`config.mk`:
```
export PLATFORM = sky130hd
export DESIGN_NAME = rx_packet_check_freq_correction_flat
export DESIGN_NICKNAME = d
export VERILOG_FILES = /design/src/rtl/core/rpcf_pkg.sv /design/src/rtl/core/rpcf_ifs.sv /design/src/rtl/core/rpcf_ctrl.sv /design/src/rtl/core/rpcf_dp.sv /design/src/rtl/core/rx_packet_check_freq_correction.sv /design/src/flat_wrapper.sv
export SDC_FILE = /design/constraint.sdc
export NUM_CORES = 1
export LEC_CHECK = 0
export ABC_AREA = 0
export BUFFER_PORTS_ARGS = -buffer_cell sky130_fd_sc_hd__clkbuf_2
export CORE_MARGIN = 2
export CORE_UTILIZATION = 40
export DETAILED_ROUTE_END_ITERATION = 8
export PLACE_DENSITY = 0.6
export SLEW_MARGIN = 20
export SYNTH_ARGS = -nofsm -noshare
export SYNTH_HDL_FRONTEND = slang
export SYNTH_HIERARCHICAL = 1
export SYNTH_SLANG_ARGS = --single-unit
```
`constraint.sdc`:
```
create_clock -name clock -period 7.4 [get_ports clock]
set_input_delay 1.11 -clock clock [delete_from_list [all_inputs] [get_ports clock]]
set_output_delay 1.11 -clock clock [all_outputs]
set_load 0.02 [all_outputs]
```
`src/rtl/core/rpcf_pkg.sv`:
```
// Shared types and constants for the received-packet check with frequency correction.
package rpcf_pkg;

   localparam int unsigned SAMPLE_COUNT_WIDTH = 8;
   localparam int unsigned SUM_WIDTH          = 18;
   localparam int unsigned CORR_WIDTH         = 8;
   localparam int unsigned DIV_STEPS          = SUM_WIDTH;
   localparam int unsigned STEP_WIDTH         = $clog2(DIV_STEPS);
   localparam int unsigned MAX_SAMPLES_DEFAULT = 255;

   localparam logic [7:0] RX_BUFFER_LENGTH_RESET = 8'd64;
   localparam logic [6:0] MIN_FIFO_BYTES         = 7'd2;

   localparam logic [1:0] RES_GOOD      = 2'd0;
   localparam logic [1:0] RES_CRC_ERROR = 2'd1;
   localparam logic [1:0] RES_TOO_LONG  = 2'd2;
   localparam logic [1:0] RES_OVERFLOW  = 2'd3;

   typedef enum logic [2:0] {
      ST_IDLE,
      ST_INIT,
      ST_DIVIDE,
      ST_UPDATE,
      ST_FINISH
   } state_type;

   typedef struct packed {
      logic load;
      logic accum;
      logic div_init;
      logic div_step;
      logic update_corr;
      logic load_out;
   } cmd_type;

   typedef struct packed {
      logic avg_go;
   } status_type;

endpackage

```
`src/rtl/core/rpcf_ifs.sv`:
```
// Channel interfaces: packet request, result response and register write.
interface rpcf_req_if;
   logic              valid;
   logic              ready;
   logic [6:0]        fifo_byte_count;
   logic              fifo_overflow;
   logic [7:0]        packet_length;
   logic [7:0]        signal_strength;
   logic [7:0]        quality_byte;
   logic signed [7:0] freq_estimate;

   modport source (output valid, fifo_byte_count, fifo_overflow, packet_length,
                   signal_strength, quality_byte, freq_estimate, input ready);
   modport sink (input valid, fifo_byte_count, fifo_overflow, packet_length,
                 signal_strength, quality_byte, freq_estimate, output ready);
endinterface

interface rpcf_rsp_if;
   logic              valid;
   logic              ready;
   logic [1:0]        result_code;
   logic [7:0]        length_out;
   logic [7:0]        rssi_out;
   logic [6:0]        link_quality;
   logic signed [7:0] correction_out;
   logic              correction_written;
   logic              averaging_done;

   modport source (output valid, result_code, length_out, rssi_out, link_quality,
                   correction_out, correction_written, averaging_done, input ready);
   modport sink (input valid, result_code, length_out, rssi_out, link_quality,
                 correction_out, correction_written, averaging_done, output ready);
endinterface

interface rpcf_csr_if;
   logic       valid;
   logic       ready;
   logic [7:0] data;

   modport source (output valid, data, input ready);
   modport sink (input valid, data, output ready);
endinterface

```
`src/rtl/core/rpcf_ctrl.sv`:
```
// Controller state machine sequencing packet load, averaging division and result output.
module rpcf_ctrl (
   input  logic                 clock,
   input  logic                 reset,
   input  logic                 req_valid,
   output logic                 req_ready,
   output logic                 rsp_valid,
   input  logic                 rsp_ready,
   input  rpcf_pkg::status_type status,
   output rpcf_pkg::cmd_type    cmd
);

   rpcf_pkg::state_type                state_ff, state_in;
   logic [rpcf_pkg::STEP_WIDTH-1:0]    step_ff, step_in;
   logic                               rsp_valid_ff, rsp_valid_in;

   always_ff @(posedge clock) begin
      if (reset) begin
         state_ff     <= rpcf_pkg::ST_IDLE;
         step_ff      <= '0;
         rsp_valid_ff <= 1'b0;
      end else begin
         state_ff     <= state_in;
         step_ff      <= step_in;
         rsp_valid_ff <= rsp_valid_in;
      end
   end

   // Next state.
   always_comb begin
      state_in = state_ff;
      case (state_ff)
         rpcf_pkg::ST_IDLE: begin
            if (req_valid) begin
               state_in = status.avg_go ? rpcf_pkg::ST_INIT : rpcf_pkg::ST_FINISH;
            end
         end
         rpcf_pkg::ST_INIT:   state_in = rpcf_pkg::ST_DIVIDE;
         rpcf_pkg::ST_DIVIDE: begin
            if (step_ff == rpcf_pkg::STEP_WIDTH'(rpcf_pkg::DIV_STEPS - 1)) begin
               state_in = rpcf_pkg::ST_UPDATE;
            end
         end
         rpcf_pkg::ST_UPDATE: state_in = rpcf_pkg::ST_FINISH;
         rpcf_pkg::ST_FINISH: begin
            if (!rsp_valid_ff || rsp_ready) begin
               state_in = rpcf_pkg::ST_IDLE;
            end
         end
         default: state_in = rpcf_pkg::ST_IDLE;
      endcase
   end

   // Outputs and commands.
   always_comb begin
      cmd       = '0;
      req_ready = 1'b0;
      case (state_ff)
         rpcf_pkg::ST_IDLE: begin
            req_ready = 1'b1;
            cmd.load  = req_valid;
            cmd.accum = req_valid && status.avg_go;
         end
         rpcf_pkg::ST_INIT:   cmd.div_init    = 1'b1;
         rpcf_pkg::ST_DIVIDE: cmd.div_step    = 1'b1;
         rpcf_pkg::ST_UPDATE: cmd.update_corr = 1'b1;
         rpcf_pkg::ST_FINISH: cmd.load_out    = !rsp_valid_ff || rsp_ready;
         default: begin
            cmd       = '0;
            req_ready = 1'b0;
         end
      endcase
   end

   always_comb begin
      step_in = step_ff;
      if (cmd.div_init) begin
         step_in = '0;
      end else if (cmd.div_step) begin
         step_in = step_ff + 1'b1;
      end
   end

   always_comb begin
      if (cmd.load_out) begin
         rsp_valid_in = 1'b1;
      end else if (rsp_ready) begin
         rsp_valid_in = 1'b0;
      end else begin
         rsp_valid_in = rsp_valid_ff;
      end
   end

   assign rsp_valid = rsp_valid_ff;

endmodule

```
`src/rtl/core/rpcf_dp.sv`:
```
// Datapath: packet classification, averaging state, restoring divider and result register.
module rpcf_dp #(
   parameter int unsigned MAX_SAMPLES = rpcf_pkg::MAX_SAMPLES_DEFAULT
) (
   input  logic                 clock,
   input  logic                 reset,
   input  rpcf_pkg::cmd_type    cmd,
   output rpcf_pkg::status_type status,
   input  logic                 csr_write,
   input  logic [7:0]           csr_data,
   input  logic [6:0]           fifo_byte_count,
   input  logic                 fifo_overflow,
   input  logic [7:0]           packet_length,
   input  logic [7:0]           signal_strength,
   input  logic [7:0]           quality_byte,
   input  logic signed [7:0]    freq_estimate,
   output logic [1:0]           result_code,
   output logic [7:0]           length_out,
   output logic [7:0]           rssi_out,
   output logic [6:0]           link_quality,
   output logic signed [7:0]    correction_out,
   output logic                 correction_written,
   output logic                 averaging_done
);

   localparam int unsigned SW = rpcf_pkg::SUM_WIDTH;
   localparam int unsigned CW = rpcf_pkg::SAMPLE_COUNT_WIDTH;

   logic [7:0]    rx_buffer_length_ff;
   logic [SW-1:0] sum_ff, sum_in;
   logic [CW-1:0] count_ff;
   logic [7:0]    corr_ff;
   logic          written_ff;

   logic [1:0]    code_ff, code_in;
   logic [7:0]    len_ff;
   logic [7:0]    rssi_ff;
   logic [6:0]    lqi_ff;

   logic [CW-1:0] rem_ff;
   logic [SW-1:0] quo_ff;
   logic [CW:0]   trial;
   logic [CW:0]   trial_diff;
   logic [7:0]    corr_new;
   logic [SW-1:0] sum_mag;

   // Classification of the incoming packet.
   always_comb begin
      if (fifo_overflow || fifo_byte_count < rpcf_pkg::MIN_FIFO_BYTES) begin
         code_in = rpcf_pkg::RES_OVERFLOW;
      end else if (packet_length > rx_buffer_length_ff) begin
         code_in = rpcf_pkg::RES_TOO_LONG;
      end else if (!quality_byte[7]) begin
         code_in = rpcf_pkg::RES_CRC_ERROR;
      end else begin
         code_in = rpcf_pkg::RES_GOOD;
      end
   end

   assign status.avg_go = (code_in == rpcf_pkg::RES_GOOD) && (freq_estimate != '0)
                          && (count_ff < CW'(MAX_SAMPLES));

   assign sum_in = sum_ff + {{(SW-8){freq_estimate[7]}}, freq_estimate}
                          + {{(SW-8){corr_ff[7]}}, corr_ff};

   assign sum_mag    = sum_ff[SW-1] ? (~sum_ff + 1'b1) : sum_ff;
   assign trial      = {rem_ff, quo_ff[SW-1]};
   assign trial_diff = trial - {1'b0, count_ff};
   assign corr_new   = sum_ff[SW-1] ? (~quo_ff[7:0] + 1'b1) : quo_ff[7:0];

   always_ff @(posedge clock) begin
      if (reset) begin
         rx_buffer_length_ff <= rpcf_pkg::RX_BUFFER_LENGTH_RESET;
         sum_ff              <= '0;
         count_ff            <= '0;
         corr_ff             <= '0;
         written_ff          <= 1'b0;
      end else begin
         if (csr_write) begin
            rx_buffer_length_ff <= csr_data;
         end
         if (cmd.accum) begin
            sum_ff   <= sum_in;
            count_ff <= count_ff + 1'b1;
         end
         if (cmd.load) begin
            written_ff <= 1'b0;
         end else if (cmd.update_corr) begin
            written_ff <= corr_new != corr_ff;
            corr_ff    <= corr_new;
         end
      end
   end

   // Captured packet fields and the shift-subtract divider.
   always_ff @(posedge clock) begin
      if (cmd.load) begin
         code_ff <= code_in;
         len_ff  <= packet_length;
         rssi_ff <= signal_strength;
         lqi_ff  <= quality_byte[6:0];
      end
      if (cmd.div_init) begin
         rem_ff <= '0;
         quo_ff <= sum_mag;
      end else if (cmd.div_step) begin
         if (!trial_diff[CW]) begin
            rem_ff <= trial_diff[CW-1:0];
            quo_ff <= {quo_ff[SW-2:0], 1'b1};
         end else begin
            rem_ff <= trial[CW-1:0];
            quo_ff <= {quo_ff[SW-2:0], 1'b0};
         end
      end
   end

   // Result register.
   always_ff @(posedge clock) begin
      if (cmd.load_out) begin
         result_code        <= code_ff;
         length_out         <= (code_ff == rpcf_pkg::RES_GOOD) ? len_ff : '0;
         rssi_out           <= (code_ff == rpcf_pkg::RES_GOOD) ? rssi_ff : '0;
         link_quality       <= (code_ff == rpcf_pkg::RES_GOOD) ? lqi_ff : '0;
         correction_out     <= corr_ff;
         correction_written <= written_ff;
         averaging_done     <= count_ff == CW'(MAX_SAMPLES);
      end
   end

endmodule

```
`src/rtl/core/rx_packet_check_freq_correction.sv`:
```
// Top level of the received-packet check with frequency-offset averaging.
//
// The req channel carries one end-of-packet beat: FIFO byte count and overflow
// flag, length byte, RSSI, the LQI/CRC byte and a signed frequency estimate.
// For each request beat exactly one beat leaves on the rsp channel with the
// packet classification, the reported RSSI and link quality for a good packet,
// and the current frequency correction with its change and done flags.
// The csr channel writes the largest accepted packet length; it is always
// ready and should only be written while the block is idle.
// A packet that takes no averaging step goes from IDLE straight to FINISH,
// where its result is loaded. A good packet with a nonzero estimate, while
// fewer than MAX_SAMPLES samples have been taken, adds to the running sum and
// divides it by the sample count in an 18-step restoring divider, one quotient
// bit per cycle; its result passes INIT, DIVIDE, UPDATE and FINISH, and no new
// packet is taken until its result has been loaded.
// One packet is processed at a time. The rsp output register lets the block
// take and process the next packet while a result still waits; if the receiver
// stalls, the next result is held internally until the register frees up.
// Synchronous reset clears the sum, count and correction, restores the length
// limit to 64 and drops rsp valid.
module rx_packet_check_freq_correction #(
   parameter int unsigned MAX_SAMPLES = rpcf_pkg::MAX_SAMPLES_DEFAULT
) (
   input logic        clock,
   input logic        reset,
   rpcf_req_if.sink   req_bus,
   rpcf_rsp_if.source rsp_bus,
   rpcf_csr_if.sink   csr_bus
);

   rpcf_pkg::cmd_type    cmd;
   rpcf_pkg::status_type status;

   // Register writes are always taken.
   assign csr_bus.ready = 1'b1;

   rpcf_ctrl u_ctrl (
      .clock     (clock),
      .reset     (reset),
      .req_valid (req_bus.valid),
      .req_ready (req_bus.ready),
      .rsp_valid (rsp_bus.valid),
      .rsp_ready (rsp_bus.ready),
      .status    (status),
      .cmd       (cmd)
   );

   rpcf_dp #(
      .MAX_SAMPLES (MAX_SAMPLES)
   ) u_dp (
      .clock              (clock),
      .reset              (reset),
      .cmd                (cmd),
      .status             (status),
      .csr_write          (csr_bus.valid),
      .csr_data           (csr_bus.data),
      .fifo_byte_count    (req_bus.fifo_byte_count),
      .fifo_overflow      (req_bus.fifo_overflow),
      .packet_length      (req_bus.packet_length),
      .signal_strength    (req_bus.signal_strength),
      .quality_byte       (req_bus.quality_byte),
      .freq_estimate      (req_bus.freq_estimate),
      .result_code        (rsp_bus.result_code),
      .length_out         (rsp_bus.length_out),
      .rssi_out           (rsp_bus.rssi_out),
      .link_quality       (rsp_bus.link_quality),
      .correction_out     (rsp_bus.correction_out),
      .correction_written (rsp_bus.correction_written),
      .averaging_done     (rsp_bus.averaging_done)
   );

   // No new packet may be taken while the divider is running.
   assert property (@(posedge clock) disable iff (reset)
      cmd.div_step |-> !req_bus.ready)
      else $error("request accepted during division");

   // A result register load never coincides with a request accept.
   assert property (@(posedge clock) disable iff (reset)
      cmd.load_out |-> !cmd.load)
      else $error("result load overlaps packet load");

   // Only a good packet can change the correction.
   assert property (@(posedge clock) disable iff (reset)
      rsp_bus.valid && rsp_bus.correction_written |->
         rsp_bus.result_code == rpcf_pkg::RES_GOOD)
      else $error("correction changed on a rejected packet");

   // The cycle after reset shows no result.
   assert property (@(posedge clock) $past(reset) |-> !rsp_bus.valid)
      else $error("result valid right after reset");

endmodule
```
`src/flat_wrapper.sv`:
```
// flat-port wrapper written by rule: the top's interface ports become plain ports
module rx_packet_check_freq_correction_flat 
#(
   parameter int unsigned MAX_SAMPLES = rpcf_pkg::MAX_SAMPLES_DEFAULT
)
  (clock, reset, req_bus_valid, req_bus_fifo_byte_count, req_bus_fifo_overflow, req_bus_packet_length, req_bus_signal_strength, req_bus_quality_byte, req_bus_freq_estimate, req_bus_ready, rsp_bus_valid, rsp_bus_result_code, rsp_bus_length_out, rsp_bus_rssi_out, rsp_bus_link_quality, rsp_bus_correction_out, rsp_bus_correction_written, rsp_bus_averaging_done, rsp_bus_ready, csr_bus_valid, csr_bus_data, csr_bus_ready);
  rpcf_req_if req_bus_i ();
  rpcf_rsp_if rsp_bus_i ();
  rpcf_csr_if csr_bus_i ();
  input logic clock;
  input logic reset;
  input wire logic [$bits(req_bus_i.valid)-1:0] req_bus_valid;
  input wire logic [$bits(req_bus_i.fifo_byte_count)-1:0] req_bus_fifo_byte_count;
  input wire logic [$bits(req_bus_i.fifo_overflow)-1:0] req_bus_fifo_overflow;
  input wire logic [$bits(req_bus_i.packet_length)-1:0] req_bus_packet_length;
  input wire logic [$bits(req_bus_i.signal_strength)-1:0] req_bus_signal_strength;
  input wire logic [$bits(req_bus_i.quality_byte)-1:0] req_bus_quality_byte;
  input wire logic [$bits(req_bus_i.freq_estimate)-1:0] req_bus_freq_estimate;
  output wire logic [$bits(req_bus_i.ready)-1:0] req_bus_ready;
  output wire logic [$bits(rsp_bus_i.valid)-1:0] rsp_bus_valid;
  output wire logic [$bits(rsp_bus_i.result_code)-1:0] rsp_bus_result_code;
  output wire logic [$bits(rsp_bus_i.length_out)-1:0] rsp_bus_length_out;
  output wire logic [$bits(rsp_bus_i.rssi_out)-1:0] rsp_bus_rssi_out;
  output wire logic [$bits(rsp_bus_i.link_quality)-1:0] rsp_bus_link_quality;
  output wire logic [$bits(rsp_bus_i.correction_out)-1:0] rsp_bus_correction_out;
  output wire logic [$bits(rsp_bus_i.correction_written)-1:0] rsp_bus_correction_written;
  output wire logic [$bits(rsp_bus_i.averaging_done)-1:0] rsp_bus_averaging_done;
  input wire logic [$bits(rsp_bus_i.ready)-1:0] rsp_bus_ready;
  input wire logic [$bits(csr_bus_i.valid)-1:0] csr_bus_valid;
  input wire logic [$bits(csr_bus_i.data)-1:0] csr_bus_data;
  output wire logic [$bits(csr_bus_i.ready)-1:0] csr_bus_ready;
  assign req_bus_i.valid = req_bus_valid;
  assign req_bus_i.fifo_byte_count = req_bus_fifo_byte_count;
  assign req_bus_i.fifo_overflow = req_bus_fifo_overflow;
  assign req_bus_i.packet_length = req_bus_packet_length;
  assign req_bus_i.signal_strength = req_bus_signal_strength;
  assign req_bus_i.quality_byte = req_bus_quality_byte;
  assign req_bus_i.freq_estimate = req_bus_freq_estimate;
  assign req_bus_ready = req_bus_i.ready;
  assign rsp_bus_valid = rsp_bus_i.valid;
  assign rsp_bus_result_code = rsp_bus_i.result_code;
  assign rsp_bus_length_out = rsp_bus_i.length_out;
  assign rsp_bus_rssi_out = rsp_bus_i.rssi_out;
  assign rsp_bus_link_quality = rsp_bus_i.link_quality;
  assign rsp_bus_correction_out = rsp_bus_i.correction_out;
  assign rsp_bus_correction_written = rsp_bus_i.correction_written;
  assign rsp_bus_averaging_done = rsp_bus_i.averaging_done;
  assign rsp_bus_i.ready = rsp_bus_ready;
  assign csr_bus_i.valid = csr_bus_valid;
  assign csr_bus_i.data = csr_bus_data;
  assign csr_bus_ready = csr_bus_i.ready;
  rx_packet_check_freq_correction #(.MAX_SAMPLES(MAX_SAMPLES)) u_core (.clock(clock), .reset(reset), .req_bus(req_bus_i), .rsp_bus(rsp_bus_i), .csr_bus(csr_bus_i));
endmodule
```
After elaboration in Yosys (flattened, before gate mapping)

Index checks and enable logic that the tools add are counted.
W data, S select, Z words.

Output and inout bits: 38
Word-level logic and storage cells: 82
Register bits: 138
Input bits: 53

Reductions and logical operators: 16
Order comparisons: 3
Bitwise gates (word level): 3
Eq/ne operators: 10
Add/subtract/negate cells: 7
Muxes and demuxes: 22

Operators by type and width:

| operator                | number |
|---|---|
| $mux W18                | 3 |
| $add A18 B18 Y18        | 2 |
| $add A18 B1 Y18 const B | 1 |
| $not A18 Y18            | 1 |
| $add A8 B1 Y8 const B   | 2 |
| $mux W8                 | 2 |
| $pmux W3 S5             | 1 |
| $mux W3                 | 4 |
| $mux W1                 | 9 |
| $sub A9 B8 Y9           | 1 |
| $eq A8 B8 Y1 const B    | 1 |
| $gt A8 B8 Y1            | 1 |
| $lt A8 B8 Y1 const B    | 1 |
| $ne A8 B8 Y1            | 1 |
| $not A8 Y8              | 1 |
| $reduce_bool A8 Y1      | 1 |
| $lt A7 B2 Y1 const B    | 1 |
| $eq A3 B2 Y1 const B    | 2 |
| $mux W2                 | 3 |
| $ne A2 B2 Y1 const B    | 3 |
| $add A5 B1 Y5 const B   | 1 |
| $eq A5 B5 Y1 const B    | 1 |
| $logic_not A2 Y1        | 2 |
| $reduce_bool A2 Y1      | 2 |
| 10 further kinds        | 14 |

Logic depth before layout (Yosys ltp)

Depth after elaboration: 10
Depth in mapped cells: 15
Mapped depth without buffers: 13

Hierarchy

The synthesis kept the hierarchy.

Modules (own cells, without submodules):

| module                          | cells an instance | sequential area each (um^2) | area an instance (um^2) | instances |
|---|---|---|---|---|
| rpcf_dp                         | 660               | 3,363.2                     | 7,041.8                 | 1 |
| rpcf_ctrl                       | 57                | 180.2                       | 498.0                   | 1 |
| rx_packet_check_freq_correction | 2                 | 0.0                         | 11.3                    | 1 |

Worst setup path before layout

OpenSTA, ideal clock, no wires.

Path type: input-to-reg
Start: input req_bus_valid
End: register u_core.u_dp.sum_ff[15]
Path buffers: 1
Library setup time: 0.063 ns
Cell stages on the path: 7
Slack: 2.026 ns
Arrival: 5.312 ns
Required time: 7.337 ns
Path through: nor4b_1 and2_1 clkbuf_1 inv_1 nor3_1 or3b_2 nand3_1

RTL lines:

| item                   | line               | RTL |
|---|---|---|
| start: declaration     | flat_wrapper.sv:12 | `input wire logic [$bits(req_bus_i.valid)-1:0] req_bus_valid;` |
| end signal: assignment | rpcf_dp.sv:83      | `sum_ff <= sum_in;` |
| end: declaration       | rpcf_dp.sv:30      | `logic [SW-1:0] sum_ff, sum_in;` |

==> impl_metrics.toml <==
[worst_hold_path]
hold_path_class = "reg2reg"
hold_path_end = "u_core/u_dp/correction_written$_DFFE_PP_"
worstHoldStart = "u_core/u_dp/written_ff$_SDFFE_PP0P_"
hold_depth = 0

[synth]
synth_edf_count = 78
syn_area_um2 = 7550
synth_xor_area_frac = 0.0557
ys_seq_area_frac = 0.469
synth_top_family_by_area = "simple AND/OR/NAND/NOR gates"
synth_top_area_share = 0.310
yosys.area_share.simple = 0.159
ys_warn_count = 6
ys_ff_latch = 138
yosysMostFrequentCell = "nor2_1"
synth.area.mux_share = 0.0282
synthTopCellsByCount = "nor2_1 (86), edfxtp_1 (78), dfxtp_1 (60), a21oi_1 (41), ha_1 (37)"
dominantRegCellSynth = "edfxtp_1"
avgSynthCellArea_um2 = 10.5
yosys.area.top_type = "edfxtp_1"
ys_types = 73
synth_fa_ha_area_frac = 0.112
synth-compound-area-share = 0.138
ys_async_sr_fraction = 0
netlist_instances = 719
synth.area.top_cells = "edfxtp_1 (31%), dfxtp_1 (16%), ha_1 (6.1%)"
syn_nets = 828

[finish]
drive_above_1_share = 0.182
final_cells = 1047
n_antenna_cell = 0
nets = 909
multi_input_area_um2 = 3740
syn_to_final_growth_pct = 16.8
seq_area_um2 = 3540
final.fill_count = 1738

[floorplan]
die_w_um = 141
io_pins = 91
chipHeight_um = 141
num_rows = 50
start_util = 0.405
dieArea_um2 = 20000
core_area_um2 = 18600

[status]
outcome = "finished, final reports clean"

[place]
portBuffers = 88
place_congestion = 0.812
dp.cells = 1015
place_hpwl_mm = 11.2
pre_cts_ws_ps = 2820

[worst_setup_path]
reg2reg_slack_ps = 3740
r2r_cells = 14
critical_path_class = "in2reg"
cp-start-kind = "input port"
critPathMaxStageDelay_ps = 500
timing.rr.start = "u_core/u_dp/rx_buffer_length_ff[1]$_SDFFE_PP0P_"
worstPathArrival_ps = 4450
path_max_fanout = 25
worstReg2RegEnd = "u_core/u_dp/sum_ff[15]$_SDFFE_PP0P_"
crit_chain = "clkbuf_2 -> ha_1 -> nor2b_1 -> o21a_1 -> o21ai_0 -> a21oi_1 -> o22a_1 -> nor4b_1 -> and2_1 -> buf_4 -> inv_1 -> nor3_1 -> or3b_2 -> nand3_1"
worst_ep_required_time_ps = 7760
end_kind = "flop"
worst_path_max_delay_cell = "nor4b_1"

[sta]
setup_viol = 0
timing.hold.ws_ps = 428
clock_skew_ps = 8.35
setup_tns_ps = 0
setup_slack_ps = 3310
fmax_mhz = 244
grt_setup_unrepaired = "no"
max_slew_margin = 0.434
worstMarginPinSlew_ps = 848
period_share = 0.553
drv_slew = 0
layout_min_cycle_time_ps = 4090
hold_viol_final = 0

[pwr]
p_leak_uw = 0.00346
comb_power_share = 0.203
power_density_nw_per_um2 = 258
vdd_ir_drop_max_v = 0.000184
p_clk_frac = 0.394
internal_power_uw = 1600
p_sw_frac = 0.295
total_power_uw = 2270
switchingPower_uw = 669
pwr-share-seq = 0.403

[cts]
cts.clk_slew.worst_paths_ps = 60
cts-htree-levels = 4
cts_resized = 0
clk_latency_ps = 420
cts_tree = "built"
cts_setup_buffers = 0
hold_buffers = 0
cts-root-buf = "clkbuf_16"
cts_made_buffers = 17
clkSinkCount = 138
cts_buffer_depth = 2

[global_route]
grt_pass1_wl_mm = 25.4
antenna_found_initial = 0
grt_max_degree = 50
grtUsageTotal = 0.161
grt_pass1_vias = 5083
grt_overflow = 0

[detailed_routing]
wl_mm = 15.6
drc = 0
via_count = 5436
ant_nets = 0
drt_first_pass_iters = 5
wire_per_inst_um = 14.9
viasPerCell = 5.19
first_iter_violations = 236

[run]
maxCapViolCount = 0
worst max-delay path: cells and delay by family:
family                   cells  cell delay, ps
AO/OA/AOI/OAI                4             610
AND/OR/NAND/NOR              6            1670
adder cells (fa/ha/maj)      1             290
buffers and inverters        3             740
through the flow:
step	utilization	instance area, µm²
after floorplan	-	7550
after global placement	0.439	8190
after detailed placement	0.439	8190
after CTS	0.473	8810
after global routing	0.473	8820
final	0.473	8820
routing by layer:
metal,wire [µm],global-route usage,share of wire
met5,0,0,0
met3,728,0.0381,0.047
met4,151,0.0463,0.0097
met2,7230,0.260,0.46
met1,7470,0.218,0.48
final cells by class:
class                      instances  share of cell area
inverter                          36              0.0153
timing repair buffer              93              0.0542
tap                              234              0.0332
clock buffer                      17              0.0483
multi-input combinational        514               0.424
clock inverter                    15              0.0226
sequential                       138               0.402
logic make-up (layout without fill, tap and decap cells):
kind of cell             after synthesis  in the layout
AND/OR/NAND/NOR                      232            232
AO/OA/AOI/OAI                        156            156
flip-flops                           138            138
buffers and inverters                 67            161
adder cells (fa/ha/maj)               56             56
XOR/XNOR                              48             48
multiplexers                          21             21
other                                  1              1
worst max-delay path by stage:
stage                                   from                                   to  slack [ps]  cells after the start
floorplan                      req_bus_valid  u_core/u_dp/sum_ff[15]$_SDFFE_PP0P_        2030                      7
global placement    req_bus_packet_length[1]  u_core/u_dp/sum_ff[15]$_SDFFE_PP0P_        2880                     14
detailed placement  req_bus_packet_length[1]  u_core/u_dp/sum_ff[15]$_SDFFE_PP0P_        2820                     14
CTS                 req_bus_packet_length[1]  u_core/u_dp/sum_ff[15]$_SDFFE_PP0P_        3250                     14
global route        req_bus_packet_length[1]  u_core/u_dp/sum_ff[15]$_SDFFE_PP0P_        3030                     14
finish              req_bus_packet_length[1]  u_core/u_dp/sum_ff[15]$_SDFFE_PP0P_        3310                     14
power by group through the flow:
stage	logic [µW]	clock network, µW	registers [µW]
3_3_place_gp	459	0	930
2_1_floorplan	358	0	942
3_5_place_dp	462	0	931
6_report	461	895	914
5_1_grt	522	946	922
4_1_cts	465	915	914
flip-flops by register name (all words and copies together), names as in the netlist, 2 cells and up:
register,count
u_core/u_dp/quo_ff,18
u_core/u_dp/sum_ff,18
u_core/u_dp/corr_ff,8
u_core/u_dp/correction_out,8
u_core/u_dp/count_ff,8
u_core/u_dp/len_ff,8
u_core/u_dp/length_out,8
u_core/u_dp/rem_ff,8
u_core/u_dp/rssi_ff,8
u_core/u_dp/rssi_out,8
u_core/u_dp/rx_buffer_length_ff,8
u_core/u_dp/link_quality,7
u_core/u_dp/lqi_ff,7
u_core/u_ctrl/step_ff,5
u_core/u_ctrl/state_ff,3
u_core/u_dp/code_ff,2
u_core/u_dp/result_code,2
layout by cell type, fill, tap and decap left out, types with 16 or more instances in the layout:
master,synthesis,routed
inv_1,35,35
xnor2_1,25,25
and2_1,24,24
clkbuf_16,0,17
fa_1,19,19
nor3_1,16,16
a21oi_1,41,41
xor2_1,23,23
ha_1,37,37
a211oi_1,20,20
edfxtp_1,78,78
mux2i_1,19,19
dfxtp_1,60,60
nand2_1,30,30
clkbuf_2,0,88
o21ai_0,30,30
nor2_1,86,85
Note: power is estimated with default switching activity, not from simulation.
